`config.mk`:
```
export PLATFORM = sky130hd
export DESIGN_NAME = mac_presence_table_aging
export DESIGN_NICKNAME = d
export VERILOG_FILES = /design/src/rtl/mpt_pkg.sv /design/src/rtl/mpt_store.sv /design/src/rtl/mac_presence_table_aging.sv
export SDC_FILE = /design/constraint.sdc
export NUM_CORES = 2
export LEC_CHECK = 0
export BUFFER_PORTS_ARGS = -buffer_cell sky130_fd_sc_hd__buf_2
export CAP_MARGIN = 20
export CORE_ASPECT_RATIO = 0.5
export CORE_UTILIZATION = 30
export DETAILED_ROUTE_END_ITERATION = 8
export PLACE_DENSITY = 0.58
export REMOVE_ABC_BUFFERS = 1
export SYNTH_ARGS = -nofsm -noshare
export SYNTH_HDL_FRONTEND = slang
export SYNTH_SLANG_ARGS = --single-unit
```
`constraint.sdc`:
```
create_clock -name clk -period 13.5 [get_ports clk]
set_input_delay 2.7 -clock clk [delete_from_list [all_inputs] [get_ports clk]]
set_output_delay 2.7 -clock clk [all_outputs]
set_load 0.02 [all_outputs]
```
`src/rtl/mpt_pkg.sv`:
```
package mpt_pkg;

  localparam int TABLE_ENTRIES = 16;
  localparam int RESULT_LIMIT  = 16;
  localparam int IDX_W = (TABLE_ENTRIES > 1) ? $clog2(TABLE_ENTRIES) : 1;
  localparam int CNT_W = $clog2(RESULT_LIMIT + 1);

  localparam int MAC_W  = 48;
  localparam int RSSI_W = 8;
  localparam int MS_W   = 32;

  localparam int S_DATA_W = MAC_W + RSSI_W + MS_W;
  localparam int M_DATA_W = MAC_W + RSSI_W;

  localparam logic [MS_W-1:0] TIMEOUT_RESET = 32'd60000;

  typedef enum logic [0:0] {
    OP_PROBE = 1'b0,
    OP_SWEEP = 1'b1
  } op_t;

  typedef enum logic [1:0] {
    EV_IN   = 2'd0,
    EV_OUT  = 2'd1,
    EV_FULL = 2'd2
  } event_t;

  typedef enum logic [1:0] {
    ST_IDLE,
    ST_READ,
    ST_CHECK,
    ST_PUSH
  } state_t;

  typedef struct packed {
    logic [MAC_W-1:0]         mac;
    logic signed [RSSI_W-1:0] rssi;
    logic [MS_W-1:0]          seen;
  } entry_t;

  typedef struct packed {
    logic             rd_en;
    logic [IDX_W-1:0] rd_addr;
    logic             wr_en;
    logic [IDX_W-1:0] wr_addr;
    entry_t           wr_data;
    logic             set_valid;
    logic             clr_valid;
    logic [IDX_W-1:0] clr_addr;
  } tbl_req_t;

  // lowest free entry; zero when none is free
  function automatic logic [IDX_W-1:0] first_free(input logic [TABLE_ENTRIES-1:0] v);
    logic [IDX_W-1:0] r;
    r = '0;
    for (int i = TABLE_ENTRIES - 1; i >= 0; i--) begin
      if (!v[i]) r = IDX_W'(i);
    end
    return r;
  endfunction

endpackage

```
`src/rtl/mpt_store.sv`:
```
module mpt_store (
  input  logic                                   clk,
  input  logic                                   rst,
  input  mpt_pkg::tbl_req_t                      req,
  output mpt_pkg::entry_t                        rdata,
  output logic [mpt_pkg::TABLE_ENTRIES-1:0]      valid
);
  import mpt_pkg::*;

  entry_t mem [TABLE_ENTRIES];

  always_ff @(posedge clk) begin
    if (req.wr_en) mem[req.wr_addr] <= req.wr_data;
    if (req.rd_en) rdata <= mem[req.rd_addr];
  end

  always_ff @(posedge clk) begin
    if (rst) begin
      valid <= '0;
    end else begin
      if (req.set_valid) valid[req.wr_addr] <= 1'b1;
      if (req.clr_valid) valid[req.clr_addr] <= 1'b0;
    end
  end

endmodule

```
`src/rtl/mac_presence_table_aging.sv`:
```
// Presence table with aging: 16 device entries (MAC, best RSSI, last-seen time).
// Input stream (s_*): one word per probe or sweep, kind in s_tuser.
// Output stream (m_*): device in / device out / table full events; m_tlast
// marks the final event caused by one input word.
// Configuration (cfg_*): timeout in ms, always ready. The timeout must be
// written between items; the block itself does not enforce this.
// Each entry is visited in ST_READ (memory read), then in ST_CHECK (compare
// and write back). A probe walks from entry 0 and stops at a hit; a miss or
// a sweep walks all 16 entries, and each event handed to the output register
// takes a ST_PUSH step. The table walk sets how long one item takes.
// s_tready is high only between items; one item is worked on at a time.
// A sweep event is held back one step so the final one can be marked.
// When the receiver stalls, the result waits in the output register and the
// walk holds until it is taken.
// Reset clears all entry valid bits at once, empties the output register and
// loads the timeout with 60000 ms; the block is ready in the next cycle.
module mac_presence_table_aging (
  input  logic                           clk,
  input  logic                           rst,
  input  logic                           s_tvalid,
  output logic                           s_tready,
  // mac [47:0], rssi [55:48], now_ms [87:56]
  input  logic [mpt_pkg::S_DATA_W-1:0]   s_tdata,
  // operation [0]
  input  logic [0:0]                     s_tuser,
  output logic                           m_tvalid,
  input  logic                           m_tready,
  // dev_mac [47:0], dev_rssi [55:48]
  output logic [mpt_pkg::M_DATA_W-1:0]   m_tdata,
  // event_res [1:0]
  output logic [1:0]                     m_tuser,
  output logic                           m_tlast,
  input  logic                           cfg_valid,
  output logic                           cfg_ready,
  input  logic [31:0]                    cfg_data
);
  import mpt_pkg::*;

  state_t state, state_next;

  logic [MS_W-1:0]          timeout;
  op_t                      op;
  logic [MAC_W-1:0]         p_mac;
  logic signed [RSSI_W-1:0] p_rssi;
  logic [MS_W-1:0]          p_now;
  logic [IDX_W-1:0]         idx;
  logic [CNT_W-1:0]         cnt;
  logic                     have_pend;
  logic                     final_push;
  event_t                   pend_ev;
  logic [MAC_W-1:0]         pend_mac;
  logic signed [RSSI_W-1:0] pend_rssi;

  tbl_req_t                 req;
  entry_t                   ent;
  logic [TABLE_ENTRIES-1:0] valid;

  logic             in_fire;
  logic             out_free;
  logic             at_end;
  logic             ent_v;
  logic             match;
  logic             expired;
  logic             any_free;
  logic [IDX_W-1:0] free_idx;
  logic [MS_W-1:0]  age;

  mpt_store u_store (
    .clk   (clk),
    .rst   (rst),
    .req   (req),
    .rdata (ent),
    .valid (valid)
  );

  assign cfg_ready = 1'b1;
  assign s_tready  = (state == ST_IDLE);
  assign in_fire   = s_tvalid && s_tready;
  assign out_free  = !m_tvalid || m_tready;

  assign at_end   = (idx == IDX_W'(TABLE_ENTRIES - 1));
  assign ent_v    = valid[idx];
  assign match    = ent_v && (ent.mac == p_mac);
  assign age      = p_now - ent.seen;
  assign expired  = ent_v && (age > timeout) && (cnt < CNT_W'(RESULT_LIMIT));
  assign any_free = !(&valid);
  assign free_idx = first_free(valid);

  always_ff @(posedge clk) begin
    if (rst) begin
      state <= ST_IDLE;
    end else begin
      state <= state_next;
    end
  end

  always_comb begin
    state_next = state;
    unique case (state)
      ST_IDLE: begin
        if (s_tvalid) state_next = ST_READ;
      end
      ST_READ: begin
        state_next = ST_CHECK;
      end
      ST_CHECK: begin
        if (op == OP_PROBE) begin
          if (match)       state_next = ST_IDLE;
          else if (at_end) state_next = ST_PUSH;
          else             state_next = ST_READ;
        end else begin
          if (expired && have_pend)        state_next = ST_PUSH;
          else if (!at_end)                state_next = ST_READ;
          else if (expired || have_pend)   state_next = ST_PUSH;
          else                             state_next = ST_IDLE;
        end
      end
      ST_PUSH: begin
        if (out_free) begin
          if (final_push)  state_next = ST_IDLE;
          else if (at_end) state_next = ST_PUSH;
          else             state_next = ST_READ;
        end
      end
      default: state_next = ST_IDLE;
    endcase
  end

  // table accesses
  always_comb begin
    req = '0;
    req.rd_addr  = idx;
    req.clr_addr = idx;
    req.wr_addr  = idx;
    req.wr_data  = '{mac: p_mac, rssi: p_rssi, seen: p_now};
    unique case (state)
      ST_READ: begin
        req.rd_en = 1'b1;
      end
      ST_CHECK: begin
        if (op == OP_PROBE) begin
          if (match) begin
            // refresh time, keep the stronger RSSI
            req.wr_en = 1'b1;
            if (!($signed(p_rssi) > $signed(ent.rssi))) req.wr_data.rssi = ent.rssi;
          end else if (at_end && any_free) begin
            req.wr_en     = 1'b1;
            req.wr_addr   = free_idx;
            req.set_valid = 1'b1;
          end
        end else begin
          req.clr_valid = expired;
        end
      end
      default: ;
    endcase
  end

  always_ff @(posedge clk) begin
    if (rst) begin
      timeout <= TIMEOUT_RESET;
    end else if (cfg_valid && cfg_ready) begin
      timeout <= cfg_data;
    end
  end

  // walk control and the held-back event
  always_ff @(posedge clk) begin
    if (rst) begin
      have_pend  <= 1'b0;
      final_push <= 1'b0;
      idx        <= '0;
      cnt        <= '0;
    end else begin
      unique case (state)
        ST_IDLE: begin
          if (in_fire) begin
            op         <= op_t'(s_tuser[0]);
            p_mac      <= s_tdata[MAC_W-1:0];
            p_rssi     <= s_tdata[MAC_W+RSSI_W-1:MAC_W];
            p_now      <= s_tdata[S_DATA_W-1:MAC_W+RSSI_W];
            idx        <= '0;
            cnt        <= '0;
            have_pend  <= 1'b0;
            final_push <= 1'b0;
          end
        end
        ST_CHECK: begin
          if (op == OP_PROBE) begin
            if (!match) begin
              if (at_end) begin
                pend_ev    <= any_free ? EV_IN : EV_FULL;
                pend_mac   <= p_mac;
                pend_rssi  <= p_rssi;
                have_pend  <= 1'b1;
                final_push <= 1'b1;
              end else begin
                idx <= idx + 1'b1;
              end
            end
          end else begin
            if (expired) cnt <= cnt + 1'b1;
            if (expired && have_pend) begin
              // hand over the older event first; rdata holds this entry
              final_push <= 1'b0;
            end else begin
              final_push <= 1'b1;
              if (!at_end) idx <= idx + 1'b1;
              if (expired) begin
                pend_ev   <= EV_OUT;
                pend_mac  <= ent.mac;
                pend_rssi <= ent.rssi;
                have_pend <= 1'b1;
              end
            end
          end
        end
        ST_PUSH: begin
          if (out_free) begin
            if (final_push) begin
              have_pend <= 1'b0;
            end else begin
              pend_ev   <= EV_OUT;
              pend_mac  <= ent.mac;
              pend_rssi <= ent.rssi;
              if (at_end) final_push <= 1'b1;
              else        idx <= idx + 1'b1;
            end
          end
        end
        default: ;
      endcase
    end
  end

  // output register
  always_ff @(posedge clk) begin
    if (rst) begin
      m_tvalid <= 1'b0;
    end else if (state == ST_PUSH && out_free) begin
      m_tvalid <= 1'b1;
    end else if (m_tready) begin
      m_tvalid <= 1'b0;
    end
  end

  always_ff @(posedge clk) begin
    if (state == ST_PUSH && out_free) begin
      m_tdata <= {pend_rssi, pend_mac};
      m_tuser <= pend_ev;
      m_tlast <= final_push;
    end
  end

endmodule

```
==> flow_summary.yaml <==
setup_path:
  critPathLaunchType: "register"
  arrival_ns: 8.39
  r2r_cells: 22
  crit_fanout: 33
  reg2reg_from: "p_now[0]$_DFFE_PP_"
  r2r_slack_ns: 5.53
  cp.required_ns: 13.92
  end_kind: "register"
  timing.rr.end: "pend_mac[18]$_DFFE_PP_"
  worstSetupPathType: "register to register"
placement:
  dp.cells: 6253
  detailedPlacementHpwl_mm: 86.4
  buffer_ports.inserted: 186
  place.gp.congestion: 0.844
pwr:
  power_mw: 11.5
  p_leak_nw: 24.5
  ir_drop_mv: 0.127
  p_per_area_nw_per_um2: 145
synth:
  yosys_warnings: 0
  synthCells: 3134
  synth_flop_cell: "edfxtp_1"
  synthesis.area_sq_um: 68400
  synth_edf_count: 1702
  yosysSeqAreaShare_pct: 76.6
  synth_area_per_cell_sq_um: 21.8
  ys_ff_latch: 1764
  synthArstFlopShare_pct: 0
  ys_types: 65
clock_network:
  cts_hold_buffers: 0
  clk_latency_ns: 0.81
  cts_root_buf: "clkbuf_16"
  cts_buffers: 175
  htreeDepth: 4
  post_cts_buffers: 0
  clockBufferDepth: 3
  clk_pin_slew_ns: 0.06
  cts_tree: "built"
  clock-sinks: 1764
  cts_resized: 0
cells_and_area:
  layout.nets: 3633
  layout_common_cells: "edfxtp_1 (1702), mux4_2 (445), buf_2 (187)"
  area_growth_pct: 15.4
  multiInputGateArea_sq_um: 15300
  seqCellArea_sq_um: 52400
  layout_commonest_cell: "edfxtp_1"
  stdcell_count: 6582
  nFillCells: 20774
  drive_gt1_share_pct: 29.0
global_route:
  grt-ovfl-total: 0
  grt_pass1_vias: 33938
  grt_pass1_wl_mm: 238
  grt_max_degree: 104
  antenna_found_initial: 7
  grt_usage_pct: 14.1
detailed_routing:
  avgRoutedWirePerCell_um: 24.9
  antenna_left: 0
  vias: 32209
  via_per_inst: 4.89
  drtIter0Drc: 3059
  dr.pass1.iters: 6
  wirelength_mm: 164
  drcViolationCount: 0
die:
  chipWidth_um: 677
  dieArea_sq_um: 230000
  io_pins: 188
  core.rowCount: 123
  initial_core_util_pct: 30.3
  core-area_sq_um: 226000
  die-height_um: 340
worst_hold_path:
  hold_path_depth: 0
  hold_class: "register to register"
  holdPathEnd: "m_tdata[50]$_DFFE_PP_"
  min-delay-start: "pend_rssi[2]$_DFFE_PP_"
sta:
  skew_ns: 0.0292
  setup_viol: 0
  fin_setup_tns_ns: 0
  rsz0062_at_grt: "no"
  fin_crit_ns: 7.97
  hold_viol: 0
  drv_slew: 0
  slew_headroom_pct: 24.1
  post-route-period-util_pct: 59.0
  tightestPinTransition_ns: 1.14
  fmaxAchievable_mhz: 126
run_status:
  status: "complete, no violations"
flow_run:
  maxCapViolCount: 0
==> registers in the layout, indices dropped and copies added, names as in the netlist, 5 cells and up <==
register,flops
u_store.mem,1408
pend_rssi,8
u_store.valid,16
p_mac,48
p_rssi,8
pend_mac,48
u_store.rdata,88
p_now,32
timeout,32
m_tdata,56
cnt,5
==> how the worst max path moves through the flow <==
stage / start / end / cells past startpoint
2_1_floorplan: idx[0]$_SDFFE_PP0P_ / pend_ev[0]$_SDFFCE_PP1P_ / 7
6_report: p_now[0]$_DFFE_PP_ / pend_mac[18]$_DFFE_PP_ / 22
3_3_place_gp: p_now[0]$_DFFE_PP_ / pend_mac[18]$_DFFE_PP_ / 22
4_1_cts: p_now[0]$_DFFE_PP_ / pend_mac[12]$_DFFE_PP_ / 22
5_1_grt: p_now[0]$_DFFE_PP_ / pend_mac[18]$_DFFE_PP_ / 22
3_5_place_dp: p_now[0]$_DFFE_PP_ / pend_mac[18]$_DFFE_PP_ / 22
==> cell families (layout without fill, tap and decap cells) <==
kind of cell    count (synthesis)  in the layout  synth area share (%)
compound gates                206            206                  1.96
simple gates                  250            250                  1.78
buf+inv                       226            672                  1.25
flops                        1764           1764                  76.6
other cells                     1              3               0.00548
mux                           529            529                  16.0
fa+ha+maj                      78             78                  1.43
xor+xnor                       80             80                  1.02
==> cells in the mapped netlist (2+ instances only) <==
cell type,count,share of area (%)
a2111oi_0,4,0.051
o21a_1,8,0.088
nand2_1,52,0.29
a211oi_1,9,0.099
mux2i_1,27,0.40
ha_1,76,1.4
a21boi_0,5,0.055
a31o_2,3,0.038
a22oi_1,8,0.088
a21o_1,23,0.25
o211ai_1,11,0.12
clkbuf_1,85,0.47
o21bai_1,6,0.066
mux4_2,445,15
inv_1,96,0.53
o21ai_0,33,0.24
or2_2,5,0.046
o311ai_0,3,0.038
nand4_1,24,0.22
a311oi_1,4,0.051
or3_1,2,0.018
buf_1,43,0.24
and4_1,3,0.038
nand3_1,20,0.15
mux2_2,57,0.94
nor4_1,6,0.055
o31ai_1,4,0.044
xor2_1,9,0.12
nor3_1,12,0.088
a21oi_1,70,0.51
xnor2_1,71,0.91
and3_1,7,0.064
a21oi_2,2,0.026
nor2b_1,8,0.073
nand2b_1,11,0.10
edfxtp_1,1702,75
dfxtp_1,62,1.8
a31oi_1,3,0.027
nor2_1,89,0.49
==> cell type report <==
cell class	instances	share of cell area, %
sequential	1764	66.4
timing repair buffer	249	1.82
inverter	96	0.457
clock buffer	215	5.89
multi-input combinational	1144	19.4
clock inverter	112	1.25
antenna	2	0.00634
tap	3000	4.76
==> power by group <==
group,switching (mW),total (mW),internal (mW)
clock network,2.05,4.78,2.74
logic,0.287,0.568,0.281
registers,0.0802,6.11,6.03
==> through the flow <==
step                      setup WS, ns  hold slack (ns)  util [%]  cell area (sq um)
after global routing              5.01            0.422      35.0              78900
after global placement            5.66            0.404      32.5              73200
after floorplan                 -13.07            0.400         -              67900
final                             5.53            0.412      35.0              78900
after detailed placement          5.55            0.405      32.5              73300
after CTS                         5.53            0.412      35.0              78900
==> critical path, cell delays in order (launching register included) <==
cell	delay, ns
edfxtp_1	0.64
inv_1	0.09
ha_1	0.24
inv_1	0.07
fa_1	0.22
a21oi_1	0.12
o311ai_0	0.36
o211ai_1	0.29
a2111oi_0	0.71
o21ai_0	0.36
o21ai_0	0.43
nand3_1	0.12
a21boi_0	0.23
xor2_1	0.11
ha_1	0.31
nand4_1	0.16
nor4_1	0.68
o31ai_1	0.24
a21oi_1	0.47
a211oi_1	0.17
a2111oi_2	0.37
buf_4	0.52
buf_4	0.62
==> layer usage <==
metal	GRT usage (%)	vias to the layer above	part of all wire, %
li1	-	13665	-
met1	17.4	17431	40
met2	25.3	858	53
met3	2.10	245	4.2
met4	4.41	10	2.8
met5	0	-	0.039
(Power assumes the default switching activity.)
